File: src/rtl/beq_pkg.sv
// Shared constants, register indexes and controller/datapath types for the equalizer bank.
`default_nettype none

package beq_pkg;

    // Default sizes, handed down from the top level.
    localparam int DEF_MAX_BANDS      = 64;
    localparam int DEF_MAX_CHANNELS   = 8;
    localparam int DEF_COEF_FRAC_BITS = 15;

    // Field widths fixed by the item format.
    localparam int SAMPLE_W   = 16;
    localparam int COEF_W     = 18;
    localparam int BAND_IDX_W = 6;
    localparam int CH_OUT_W   = 3;
    localparam int BAND_CNT_W = 7;
    localparam int CHAN_CNT_W = 4;

    // Widest command fields over the legal parameter range.
    localparam int CH_IDX_W        = 4;
    localparam int HIST_ADDR_MAX_W = 10;

    // Configuration port.
    localparam int CFG_IDX_W  = 2;
    localparam int CFG_DATA_W = 8;
    localparam logic [CFG_IDX_W-1:0] CFG_ACTIVE_BANDS  = 2'd0;
    localparam logic [CFG_IDX_W-1:0] CFG_CHANNEL_COUNT = 2'd1;

    localparam logic [BAND_CNT_W-1:0] ACTIVE_BANDS_RST  = 7'd15;
    localparam logic [CHAN_CNT_W-1:0] CHANNEL_COUNT_RST = 4'd1;

    // Item kinds.
    localparam logic KIND_SAMPLE = 1'b0;
    localparam logic KIND_COEF   = 1'b1;

    localparam logic signed [SAMPLE_W-1:0] SAMPLE_MAX = 16'sh7FFF;
    localparam logic signed [SAMPLE_W-1:0] SAMPLE_MIN = 16'sh8000;

    typedef struct packed {
        logic                       start;     // sample taken: latch x, clear accumulator
        logic                       issue;     // read coefficients and history of one band
        logic [BAND_IDX_W-1:0]      band;
        logic [CH_IDX_W-1:0]        ch;
        logic                       clear;     // clearing pass write
        logic [HIST_ADDR_MAX_W-1:0] clr_addr;
        logic                       coef_wr;   // coefficient item taken
        logic                       finish;    // load the output register
    } t_dp_cmd;

    typedef struct packed {
        logic busy;       // band pipeline holds work
        logic out_free;   // output register can take a result this cycle
    } t_dp_stat;

endpackage

`default_nettype wire

File: src/rtl/beq_if.sv
// Handshake channel interfaces: input items, result items and configuration writes.
`default_nettype none

interface beq_in_if import beq_pkg::*; ();
    logic                       valid;
    logic                       ready;
    logic                       kind;
    logic signed [SAMPLE_W-1:0] sample;
    logic [BAND_IDX_W-1:0]      band_index;
    logic signed [COEF_W-1:0]   coef_alpha;
    logic signed [COEF_W-1:0]   coef_beta;
    logic signed [COEF_W-1:0]   coef_gamma;
    logic                       end_mark;

    modport source (output valid, kind, sample, band_index, coef_alpha, coef_beta,
                    coef_gamma, end_mark, input ready);
    modport sink   (input valid, kind, sample, band_index, coef_alpha, coef_beta,
                    coef_gamma, end_mark, output ready);
endinterface


interface beq_cfg_if import beq_pkg::*; ();
    logic                  valid;
    logic                  ready;
    logic [CFG_IDX_W-1:0]  index;
    logic [CFG_DATA_W-1:0] data;

    modport source (output valid, index, data, input ready);
    modport sink   (input valid, index, data, output ready);
endinterface

`default_nettype wire

File: src/rtl/beq_ctrl.sv
// Controller: configuration registers, channel rotation, band sequencing and history clearing.
`default_nettype none

module beq_ctrl import beq_pkg::*; #(
    parameter int MAX_BANDS    = DEF_MAX_BANDS,
    parameter int MAX_CHANNELS = DEF_MAX_CHANNELS
) (
    input  wire logic    i_clk,
    input  wire logic    i_rst_n,
    beq_in_if.sink       i_in,
    beq_cfg_if.sink      i_cfg,
    input  wire t_dp_stat i_stat,
    output t_dp_cmd      o_cmd
);

    localparam int BC_W  = $clog2(MAX_BANDS + 1);
    localparam int CH_W  = (MAX_CHANNELS > 1) ? $clog2(MAX_CHANNELS) : 1;
    localparam int CHN_W = CH_W + 1;
    localparam int DEPTH = MAX_CHANNELS * MAX_BANDS;
    localparam int HA_W  = $clog2(DEPTH);

    typedef enum logic [2:0] {
        ST_CLEAR,
        ST_IDLE,
        ST_RUN,
        ST_DRAIN,
        ST_FINISH
    } t_state;

    t_state                r_state, n_state;
    logic [HA_W-1:0]       r_clr, n_clr;
    logic [BC_W-1:0]       r_band, n_band;
    logic [CH_W-1:0]       r_chan, n_chan;
    logic [CH_W-1:0]       r_cur_ch, n_cur_ch;
    logic [BAND_CNT_W-1:0] r_band_cfg;
    logic [CHAN_CNT_W-1:0] r_chan_cfg;

    logic [BC_W-1:0]       w_bands;
    logic [CHAN_CNT_W:0]   w_chan_lim;
    logic [CHN_W-1:0]      w_chans;
    logic [CH_W-1:0]       w_ch;
    logic [CH_W-1:0]       w_ch_next;

    assign i_cfg.ready = 1'b1;
    assign i_in.ready  = (r_state == ST_IDLE);

    // Effective band and channel counts.
    assign w_bands = (r_band_cfg > BAND_CNT_W'(MAX_BANDS)) ? BC_W'(MAX_BANDS)
                                                           : BC_W'(r_band_cfg);
    assign w_chan_lim = (r_chan_cfg == '0) ? (CHAN_CNT_W+1)'(1)
                                           : (CHAN_CNT_W+1)'(r_chan_cfg);
    assign w_chans = (w_chan_lim > (CHAN_CNT_W+1)'(MAX_CHANNELS)) ? CHN_W'(MAX_CHANNELS)
                                                                  : CHN_W'(w_chan_lim);
    assign w_ch      = (CHN_W'(r_chan) < w_chans) ? r_chan : '0;
    assign w_ch_next = ((CHN_W'(w_ch) + 1'b1) >= w_chans) ? '0 : CH_W'(w_ch + 1'b1);

    always_comb begin
        n_state        = r_state;
        n_clr          = r_clr;
        n_band         = r_band;
        n_chan         = r_chan;
        n_cur_ch       = r_cur_ch;
        o_cmd          = '0;
        o_cmd.band     = BAND_IDX_W'(r_band);
        o_cmd.ch       = CH_IDX_W'(r_cur_ch);
        o_cmd.clr_addr = HIST_ADDR_MAX_W'(r_clr);
        unique case (r_state)
            ST_CLEAR: begin
                o_cmd.clear = 1'b1;
                if (r_clr == HA_W'(DEPTH - 1)) begin
                    n_state = ST_IDLE;
                end else begin
                    n_clr = r_clr + 1'b1;
                end
            end
            ST_IDLE: begin
                if (i_in.valid) begin
                    if (i_in.kind == KIND_COEF) begin
                        o_cmd.coef_wr = 1'b1;
                    end else begin
                        o_cmd.start = 1'b1;
                        o_cmd.ch    = CH_IDX_W'(w_ch);
                        n_cur_ch    = w_ch;
                        n_chan      = w_ch_next;
                        n_band      = '0;
                        n_state     = (w_bands == '0) ? ST_DRAIN : ST_RUN;
                    end
                end
            end
            ST_RUN: begin
                o_cmd.issue = 1'b1;
                n_band      = r_band + 1'b1;
                if (BC_W'(r_band + 1'b1) == w_bands) begin
                    n_state = ST_DRAIN;
                end
            end
            ST_DRAIN: begin
                if (!i_stat.busy) begin
                    n_state = ST_FINISH;
                end
            end
            ST_FINISH: begin
                if (i_stat.out_free) begin
                    o_cmd.finish = 1'b1;
                    n_state      = ST_IDLE;
                end
            end
            default: begin
                n_state = ST_CLEAR;
            end
        endcase
    end

    always_ff @(posedge i_clk) begin
        if (!i_rst_n) begin
            r_state    <= ST_CLEAR;
            r_clr      <= '0;
            r_band     <= '0;
            r_chan     <= '0;
            r_cur_ch   <= '0;
            r_band_cfg <= ACTIVE_BANDS_RST;
            r_chan_cfg <= CHANNEL_COUNT_RST;
        end else begin
            r_state  <= n_state;
            r_clr    <= n_clr;
            r_band   <= n_band;
            r_chan   <= n_chan;
            r_cur_ch <= n_cur_ch;
            if (i_cfg.valid && i_cfg.ready) begin
                if (i_cfg.index == CFG_ACTIVE_BANDS) begin
                    r_band_cfg <= i_cfg.data[BAND_CNT_W-1:0];
                end else if (i_cfg.index == CFG_CHANNEL_COUNT) begin
                    r_chan_cfg <= i_cfg.data[CHAN_CNT_W-1:0];
                end
            end
        end
    end

    // A new sample never starts on top of an unfinished band pipeline.
    a_start_idle: assert property (@(posedge i_clk) disable iff (!i_rst_n)
        o_cmd.start |-> !i_stat.busy)
        else $error("sample started while band pipeline busy");

    // Every issued band shows up as pipeline work in the next cycle.
    a_issue_busy: assert property (@(posedge i_clk) disable iff (!i_rst_n)
        o_cmd.issue |=> i_stat.busy)
        else $error("issued band not tracked by datapath");

    // The clearing pass and band work never overlap.
    a_clear_excl: assert property (@(posedge i_clk) disable iff (!i_rst_n)
        o_cmd.clear |-> !(o_cmd.issue || o_cmd.start || o_cmd.coef_wr))
        else $error("clearing pass overlaps other work");

endmodule

`default_nettype wire

File: src/flat_wrapper.sv
// flat-port wrapper written by rule: the top's interface ports become plain ports
module beq_ctrl_flat import beq_pkg::*;
#(
    parameter int MAX_BANDS    = DEF_MAX_BANDS,
    parameter int MAX_CHANNELS = DEF_MAX_CHANNELS
)
  (i_clk, i_rst_n, i_stat, o_cmd, i_in_valid, i_in_kind, i_in_sample, i_in_band_index, i_in_coef_alpha, i_in_coef_beta, i_in_coef_gamma, i_in_end_mark, i_in_ready, i_cfg_valid, i_cfg_index, i_cfg_data, i_cfg_ready);
  beq_in_if i_in_i ();
  beq_cfg_if i_cfg_i ();
  input  wire logic i_clk;
  input  wire logic i_rst_n;
  input  wire t_dp_stat i_stat;
  output t_dp_cmd o_cmd;
  input wire logic [$bits(i_in_i.valid)-1:0] i_in_valid;
  input wire logic [$bits(i_in_i.kind)-1:0] i_in_kind;
  input wire logic [$bits(i_in_i.sample)-1:0] i_in_sample;
  input wire logic [$bits(i_in_i.band_index)-1:0] i_in_band_index;
  input wire logic [$bits(i_in_i.coef_alpha)-1:0] i_in_coef_alpha;
  input wire logic [$bits(i_in_i.coef_beta)-1:0] i_in_coef_beta;
  input wire logic [$bits(i_in_i.coef_gamma)-1:0] i_in_coef_gamma;
  input wire logic [$bits(i_in_i.end_mark)-1:0] i_in_end_mark;
  output wire logic [$bits(i_in_i.ready)-1:0] i_in_ready;
  input wire logic [$bits(i_cfg_i.valid)-1:0] i_cfg_valid;
  input wire logic [$bits(i_cfg_i.index)-1:0] i_cfg_index;
  input wire logic [$bits(i_cfg_i.data)-1:0] i_cfg_data;
  output wire logic [$bits(i_cfg_i.ready)-1:0] i_cfg_ready;
  assign i_in_i.valid = i_in_valid;
  assign i_in_i.kind = i_in_kind;
  assign i_in_i.sample = i_in_sample;
  assign i_in_i.band_index = i_in_band_index;
  assign i_in_i.coef_alpha = i_in_coef_alpha;
  assign i_in_i.coef_beta = i_in_coef_beta;
  assign i_in_i.coef_gamma = i_in_coef_gamma;
  assign i_in_i.end_mark = i_in_end_mark;
  assign i_in_ready = i_in_i.ready;
  assign i_cfg_i.valid = i_cfg_valid;
  assign i_cfg_i.index = i_cfg_index;
  assign i_cfg_i.data = i_cfg_data;
  assign i_cfg_ready = i_cfg_i.ready;
  beq_ctrl #(.MAX_BANDS(MAX_BANDS), .MAX_CHANNELS(MAX_CHANNELS)) u_core (.i_clk(i_clk), .i_rst_n(i_rst_n), .i_in(i_in_i), .i_cfg(i_cfg_i), .i_stat(i_stat), .o_cmd(o_cmd));
endmodule
File: config.mk
export PLATFORM = sky130hd
export DESIGN_NAME = beq_ctrl_flat
export DESIGN_NICKNAME = d
export VERILOG_FILES = /design/src/rtl/beq_pkg.sv /design/src/rtl/beq_if.sv /design/src/rtl/beq_ctrl.sv /design/src/flat_wrapper.sv
export SDC_FILE = /design/constraint.sdc
export NUM_CORES = 1
export LEC_CHECK = 0
export BUFFER_PORTS_ARGS = -buffer_cell sky130_fd_sc_hd__buf_2
export CORE_ASPECT_RATIO = 0.6
export CORE_MARGIN = 5
export CORE_UTILIZATION = 48
export DETAILED_ROUTE_END_ITERATION = 8
export PLACE_DENSITY = 0.85
export SYNTH_ARGS = -nofsm -noshare
export SYNTH_HDL_FRONTEND = slang
export SYNTH_SLANG_ARGS = --single-unit
File: constraint.sdc
create_clock -name i_clk -period 4.51 [get_ports i_clk]
set_clock_uncertainty 0.1 [all_clocks]
set_input_delay 0.2255 -clock i_clk [delete_from_list [all_inputs] [get_ports i_clk]]
set_output_delay 0.2255 -clock i_clk [all_outputs]
set_load 0.05 [all_outputs]
Word level (Yosys, flattened, before mapping) --
Index checks and enable logic that the tools add are counted.
Storage, ports and cells: register bits after elaboration 36, input bits 94, output and inout bits 27, word-level logic and storage cells 71
Cells by class: add/sub/neg operators 4, magnitude comparators 4, eq/ne operators 13, mux-type cells 29, bitwise logic cells 3, reductions and logical operators 11
Operators with widths (number):
- 3-bit 2-to-1 mux | 9
- 7-bit 2-to-1 mux | 3
- 4-bit 2-to-1 mux | 4
- 3-bit one-hot mux with 5 select lines | 1
- 7-bit one-hot mux with 2 select lines | 1
- 1-bit 2-to-1 mux | 11
- 9-bit by 1-bit adder with 9-bit output (second input constant) | 1
- 9-bit == test (second input constant) | 1
- 3-bit AND reduction | 3
- 2-bit != test (second input constant) | 4
- 7-bit by 1-bit adder with 7-bit output (second input constant) | 1
- 7-bit == test | 1
- 7-bit greater-than comparator (second input constant) | 1
- 7-bit zero test | 1
- 3-bit by 2-bit == test with 1-bit output (second input constant) | 2
- 6-bit AND reduction | 1
- 5-bit by 4-bit greater-than comparator with 1-bit output (second input constant) | 1
- 3-bit by 1-bit adder with 4-bit output (second input constant) | 1
- 4-bit >= comparator | 1
- 4-bit zero test | 1
- 3-bit by 4-bit less-than comparator with 1-bit output | 1
- 2-bit by 1-bit != test with 1-bit output (second input constant) | 2
- 2-bit AND reduction | 2
- 3-bit by 1-bit adder with 3-bit output (second input constant) | 1
- 7 further kinds | 9

Longest topological paths before layout --
word-level depth 9, gate-level depth with buffers 15, gate-level depth less buffers 15

Worst setup path before layout --
Ideal clock, no wire load.
path kind reg-to-reg, start point register u_core.r_state[2], end point register u_core.r_cur_ch[0], setup time 0.065 ns, data arrival time 2.664 ns, data required time 4.345 ns, path slack 1.681 ns, stages on the path, launching flop included 8, path buffers 2, clock period less this slack 2.829 ns, cell sequence dfxtp_1 -> buf_6 -> and2b_1 -> and2b_2 -> nand3b_1 -> buf_2 -> o21ai_0 -> and2_1
On the way: longest elaborated chain between the ends 2
Ends and longest elaborated chain:
- start, declared | RTL line beq_ctrl.sv:30 | t_state r_state, n_state;
- start signal, assigned | RTL line beq_ctrl.sv:124 | r_state <= n_state;
- 3-bit by 1-bit == test with 1-bit output
- named net i_in_ready | RTL line flat_wrapper.sv:22 | output wire logic [$bits(i_in_i.ready)-1:0] i_in_ready;
- 3-bit AND reduction (no line)
- end signal, assigned | RTL line beq_ctrl.sv:128 | r_cur_ch <= n_cur_ch;
- end, declared | RTL line beq_ctrl.sv:34 | logic [CH_W-1:0] r_cur_ch, n_cur_ch;
The timed path passes the listed nets, and every way through them passes these cells. A chain may end at the register's enable or synchronous reset.

Final worst setup path --
start point register u_core.r_chan_cfg[3], end point register u_core.r_chan[0]
On the way: longest elaborated chain between the ends 9, elaborated cells on any way between the ends 10, those cells by class add/sub (2); order compare (3); mux (4); reduce/logical (1)
Ends and longest elaborated chain:
- start, declared | RTL line beq_ctrl.sv:36 | logic [CHAN_CNT_W-1:0] r_chan_cfg;
- start signal, assigned | RTL line beq_ctrl.sv:133 | r_chan_cfg <= i_cfg.data[CHAN_CNT_W-1:0];
- 4-bit zero test | RTL line beq_ctrl.sv:50 | assign w_chan_lim = (r_chan_cfg == '0) ? (CHAN_CNT_W+1)'(1)
- 4-bit 2-to-1 mux * | RTL line beq_ctrl.sv:50
- 5-bit by 4-bit greater-than comparator with 1-bit output | RTL line beq_ctrl.sv:52 | assign w_chans = (w_chan_lim > (CHAN_CNT_W+1)'(MAX_CHANNELS)) ? CHN_W'(MAX_CHANNELS)
- 4-bit 2-to-1 mux * | RTL line beq_ctrl.sv:52
- 3-bit by 4-bit less-than comparator with 1-bit output * | RTL line beq_ctrl.sv:54 | assign w_ch = (CHN_W'(r_chan) < w_chans) ? r_chan : '0;
- 3-bit 2-to-1 mux * | RTL line beq_ctrl.sv:54
- named net u_core.w_ch[1] | RTL line beq_ctrl.sv:41 | logic [CH_W-1:0] w_ch;
- 3-bit by 1-bit adder with 4-bit output * | RTL line beq_ctrl.sv:55 | assign w_ch_next = ((CHN_W'(w_ch) + 1'b1) >= w_chans) ? '0 : CH_W'(w_ch + 1'b1);
- 4-bit >= comparator * | RTL line beq_ctrl.sv:55
- 3-bit 2-to-1 mux * | RTL line beq_ctrl.sv:55
- end signal, assigned | RTL line beq_ctrl.sv:127 | r_chan <= n_chan;
- end, declared | RTL line beq_ctrl.sv:33 | logic [CH_W-1:0] r_chan, n_chan;
Mark *: on every way through the listed nets, which the timed path passes. The rest lies on a longest branch.

==> results.json <==
{
  "synth-main-ff-cell": "sky130_fd_sc_hd__dfxtp_1",
  "synthesis.yosys.warnings": 0,
  "chipWidth_um": 97.92,
  "power_frac_seq_pct": 48.9,
  "wl_per_cell_um": 13.72,
  "comb_power_share_pct": 8.2,
  "gr-usage-all-layers_pct": 16.02,
  "finish.net_count": 386,
  "insertedDiodeCount": 0,
  "syn-instance-count": 253,
  "synthArstFlopShare_pct": 0,
  "crit_path_start_kind": "register",
  "unrepaired_setup_endpoints_after_global_routing": "false",
  "max_cap_violations": 0,
  "top_level_ports": 121,
  "die_area_um2": 6144,
  "std_cell_rows": 19,
  "min_from": "i_cfg_data[1]",
  "floorplan.core_area_um2": 4517,
  "whs_endpoint": "u_core.r_band_cfg[1]",
  "routed_wirelength_um": 4746,
  "antenna_found_initial": 0,
  "worst_hold_path.num_cells": 3,
  "clock_network_fraction_of_total_power_pct": 42.9,
  "post_layout_nonfiller_instances": 346,
  "number_of_different_library_cells_in_the_post_synthesis_netlist": 57,
  "slew_headroom_pct": 61.66,
  "crit_path_max_fanout": 6,
  "route.vias.total": 1812,
  "postCtsResizedCells": 0,
  "critical-path-slowest-cell": "sky130_fd_sc_hd__dfxtp_1",
  "worst-slew-pin-transition_ns": 0.5708,
  "synth_seq_area_share_pct": 32.38,
  "pwr_density_cell_nw_per_um2": 270.6,
  "syn_avg_cell_area_um2": 8.798,
  "syn_to_final_growth_pct": 12.31,
  "layout_min_cycle_time_ns": 3.157,
  "grt_pass1_wl_um": 8086,
  "placed_cells": 338,
  "path_class": "register to register",
  "htreeDepth": 2,
  "main_combinational_cell_family_by_area_after_synthesis": "simple AND/OR/NAND/NOR gates",
  "p_sw_mw": 0.1674,
  "max-vdd-ir-drop_mv": 0.1603,
  "firstDrtPassIters": 5,
  "netlist_area_um2": 2226,
  "layout-drive-gt1-share_pct": 20.49,
  "fillerInstances": 428,
  "detail_route.vias_per_cell": 5.237,
  "outcome": "finished, final reports clean",
  "synth-xor-area-share_pct": 7.251,
  "cp_cell_sequence": "inv_1 -> nand2_1 -> ha_1 -> o31a_1 -> o21ai_0 -> a21oi_1 -> nor2_1 -> ha_1 -> ha_1 -> a21o_1 -> a21o_1 -> a211oi_2 -> a22oi_1 -> nor2b_1",
  "number_of_failing_setup_endpoints_in_the_final_timing_report": 0,
  "drtAntennaViolNets": 0,
  "max_clock_freq_mhz": 316.8,
  "cts_hold_buffers": 0,
  "synth_compound_area_share_pct": 15.46,
  "timing.critical_path.required_ns": 4.64,
  "ffs_latches_synth": 36,
  "crit_arrival_ns": 3.29,
  "swShare_pct": 24.75,
  "number_of_buffers_inserted_during_clock_tree_synthesis": 5,
  "cpLargestDelayFamily": "compound AO/OA/AOI/OAI gates",
  "globalplace.congestion": 0.7895,
  "totalNegativeSetupSlack_ns": 0,
  "maxSlewViolCount": 0,
  "hold_removal_path_class": "primary input to register",
  "p_int_mw": 0.5090,
  "ctsLongestPathBuffers": 2,
  "root_cell_of_the_clock_tree": "sky130_fd_sc_hd__clkbuf_8",
  "detail_route.iter0.violations": 80,
  "post_cts.repair.setup_buffers": 0,
  "cpPeakStageDelay_ns": 0.36,
  "initial_core_util_pct": 49.28,
  "detailed_place_hpwl_um": 3587,
  "clkSinkCount": 36,
  "leakagePower_nw": 1.097,
  "grt_overflow_total": 0,
  "grt_start_max_net_pins": 38,
  "synth_simple_gate_area_share_pct": 25.80,
  "tritoncts_clock_tree": "yes",
  "floorplan.die.height_um": 62.75,
  "timing.critical_path.to_type": "register",
  "r2r-end": "u_core.r_chan[0]",
  "synth_enable_flop_cells": 0,
  "timing.critical_path.buf_inv": 1,
  "muxShareOfSynthArea_pct": 6.296,
  "multi_input_combinational_cell_area_um2": 1356,
  "post_synthesis_adder_cell_area_fraction_pct": 5.621,
  "numPortBuffers": 39,
  "final_number_of_hold_violating_endpoints": 0,
  "clkTransAtPathRegs_ns": 0.07,
  "min_period_over_period_pct": 69.99,
  "cpMostUsedCell": "sky130_fd_sc_hd__ha_1",
  "detail_route.drc_violations": 0,
  "worst_reg2reg_path_depth": 14,
  "clk-insertion-delay-late_ns": 0.30,
  "via_count_of_the_first_global_routing_pass": 1764,
  "seqCellArea_um2": 720.7,
  "crit-reg2reg-launch": "u_core.r_chan_cfg[3]",
  "r2r_setup_slack_ns": 1.35
}
==> cell usage after synthesis, types with 3 or more instances <==
master	number	area share [%]
sky130_fd_sc_hd__nand2_1	28	4.7
sky130_fd_sc_hd__a22oi_1	3	1.0
sky130_fd_sc_hd__mux2i_1	14	6.3
sky130_fd_sc_hd__dfxtp_1	36	32
sky130_fd_sc_hd__inv_1	8	1.3
sky130_fd_sc_hd__clkbuf_1	5	0.84
sky130_fd_sc_hd__a21oi_1	7	1.6
sky130_fd_sc_hd__a21boi_0	5	1.7
sky130_fd_sc_hd__xor2_1	6	2.4
sky130_fd_sc_hd__a21boi_1	3	1.0
sky130_fd_sc_hd__ha_1	10	5.6
sky130_fd_sc_hd__xnor2_1	8	3.1
sky130_fd_sc_hd__nor3b_1	3	1.0
sky130_fd_sc_hd__or3_1	4	1.1
sky130_fd_sc_hd__buf_4	9	3.0
sky130_fd_sc_hd__and2_1	9	2.5
sky130_fd_sc_hd__and3_1	3	0.84
sky130_fd_sc_hd__nor2b_1	16	4.5
sky130_fd_sc_hd__nand3b_1	3	1.0
sky130_fd_sc_hd__o21ai_0	9	2.0
sky130_fd_sc_hd__nand3_1	4	0.90
sky130_fd_sc_hd__nor2_1	15	2.5
==> worst max path at each step <==
| stage | depth (start not counted) | start | to | slack (ns) |
|---|---|---|---|---|
| 3_3_place_gp | 14 | u_core.r_chan_cfg[3] | u_core.r_chan[2] | 1.46 |
| 4_1_cts | 14 | u_core.r_chan_cfg[3] | u_core.r_chan[0] | 1.33 |
| 2_1_floorplan | 7 | u_core.r_state[2] | u_core.r_cur_ch[0] | 1.68 |
| 3_5_place_dp | 14 | u_core.r_chan_cfg[3] | u_core.r_chan[0] | 1.36 |
| 5_1_grt | 14 | u_core.r_chan_cfg[3] | u_core.r_chan[2] | 1.08 |
| 6_report | 14 | u_core.r_chan_cfg[3] | u_core.r_chan[0] | 1.35 |
==> power by group through the flow <==
stage	Clock (mW)	Sequential [mW]	Combinational, mW
6_report	0.290	0.331	0.0554
5_1_grt	0.309	0.332	0.0610
4_1_cts	0.298	0.331	0.0558
3_5_place_dp	0	0.338	0.0555
3_3_place_gp	0	0.338	0.0542
2_1_floorplan	0	0.344	0.0347
==> worst min-delay path: cells and delay by family <==
family                 cells  cell delay [ns]
AND/OR/NAND/NOR            1             0.06
multiplexers               1             0.06
buffers and inverters      1             0.09
==> flip-flops by register name, summed over array words and instances (netlist names) <==
name,flops
u_core.r_clr,9
u_core.r_cur_ch,3
u_core.r_chan,3
u_core.r_band,7
u_core.r_state,3
u_core.r_band_cfg,7
u_core.r_chan_cfg,4
==> metrics by stage <==
step                      hold WS, ns  power (mW)  area [um^2]  utilization (%)  worst slack, ns
after detailed placement       0.3638      0.3939         2389            52.88            1.365
after CTS                     0.04895      0.6852         2500            55.35            1.330
after global placement         0.3504      0.3920         2389            52.88            1.456
after global routing          0.06499      0.7017         2500            55.35            1.081
final                         0.06040      0.6764         2500            55.35            1.353
after floorplan                0.2506      0.3790         2230                -            1.681
==> cell type report <==
class	count	share of cell area (%)
clock inverters	3	1.702
well taps	63	3.153
multi-input cells	191	54.25
clock buffers	5	2.753
repair buffers	40	8.108
inverters	8	1.201
flip-flops and latches	36	28.83
==> layer usage <==
metal	part of all wire (%)	vias up	track usage, %
met5	0	-	0
met4	1.2	0	5.699
met3	6.0	7	4.794
met2	40	46	22.20
met1	53	833	23.20
li1	-	926	-
==> layout by cell type (no fill, tap or decap), types with 8 or more instances in the layout <==
cell | Yosys | routed
sky130_fd_sc_hd__nor2_1 | 15 | 15
sky130_fd_sc_hd__inv_1 | 8 | 8
sky130_fd_sc_hd__o21ai_0 | 9 | 9
sky130_fd_sc_hd__nand2_1 | 28 | 28
sky130_fd_sc_hd__dfxtp_1 | 36 | 36
sky130_fd_sc_hd__and2_1 | 9 | 9
sky130_fd_sc_hd__buf_2 | 2 | 39
sky130_fd_sc_hd__nor2b_1 | 16 | 16
sky130_fd_sc_hd__xnor2_1 | 8 | 8
sky130_fd_sc_hd__mux2i_1 | 14 | 14
sky130_fd_sc_hd__ha_1 | 10 | 10
==> kinds of logic (layout without fill, tap and decap cells) <==
| family | after synthesis | after routing |
|---|---|---|
| simple gates | 102 | 102 |
| compound gates | 46 | 46 |
| flops | 36 | 36 |
| buf+inv | 27 | 56 |
| xor+xnor | 16 | 16 |
| mux | 14 | 14 |
| fa+ha+maj | 10 | 10 |
| other cells | 2 | 3 |
Power figures use the tool's default switching activity.
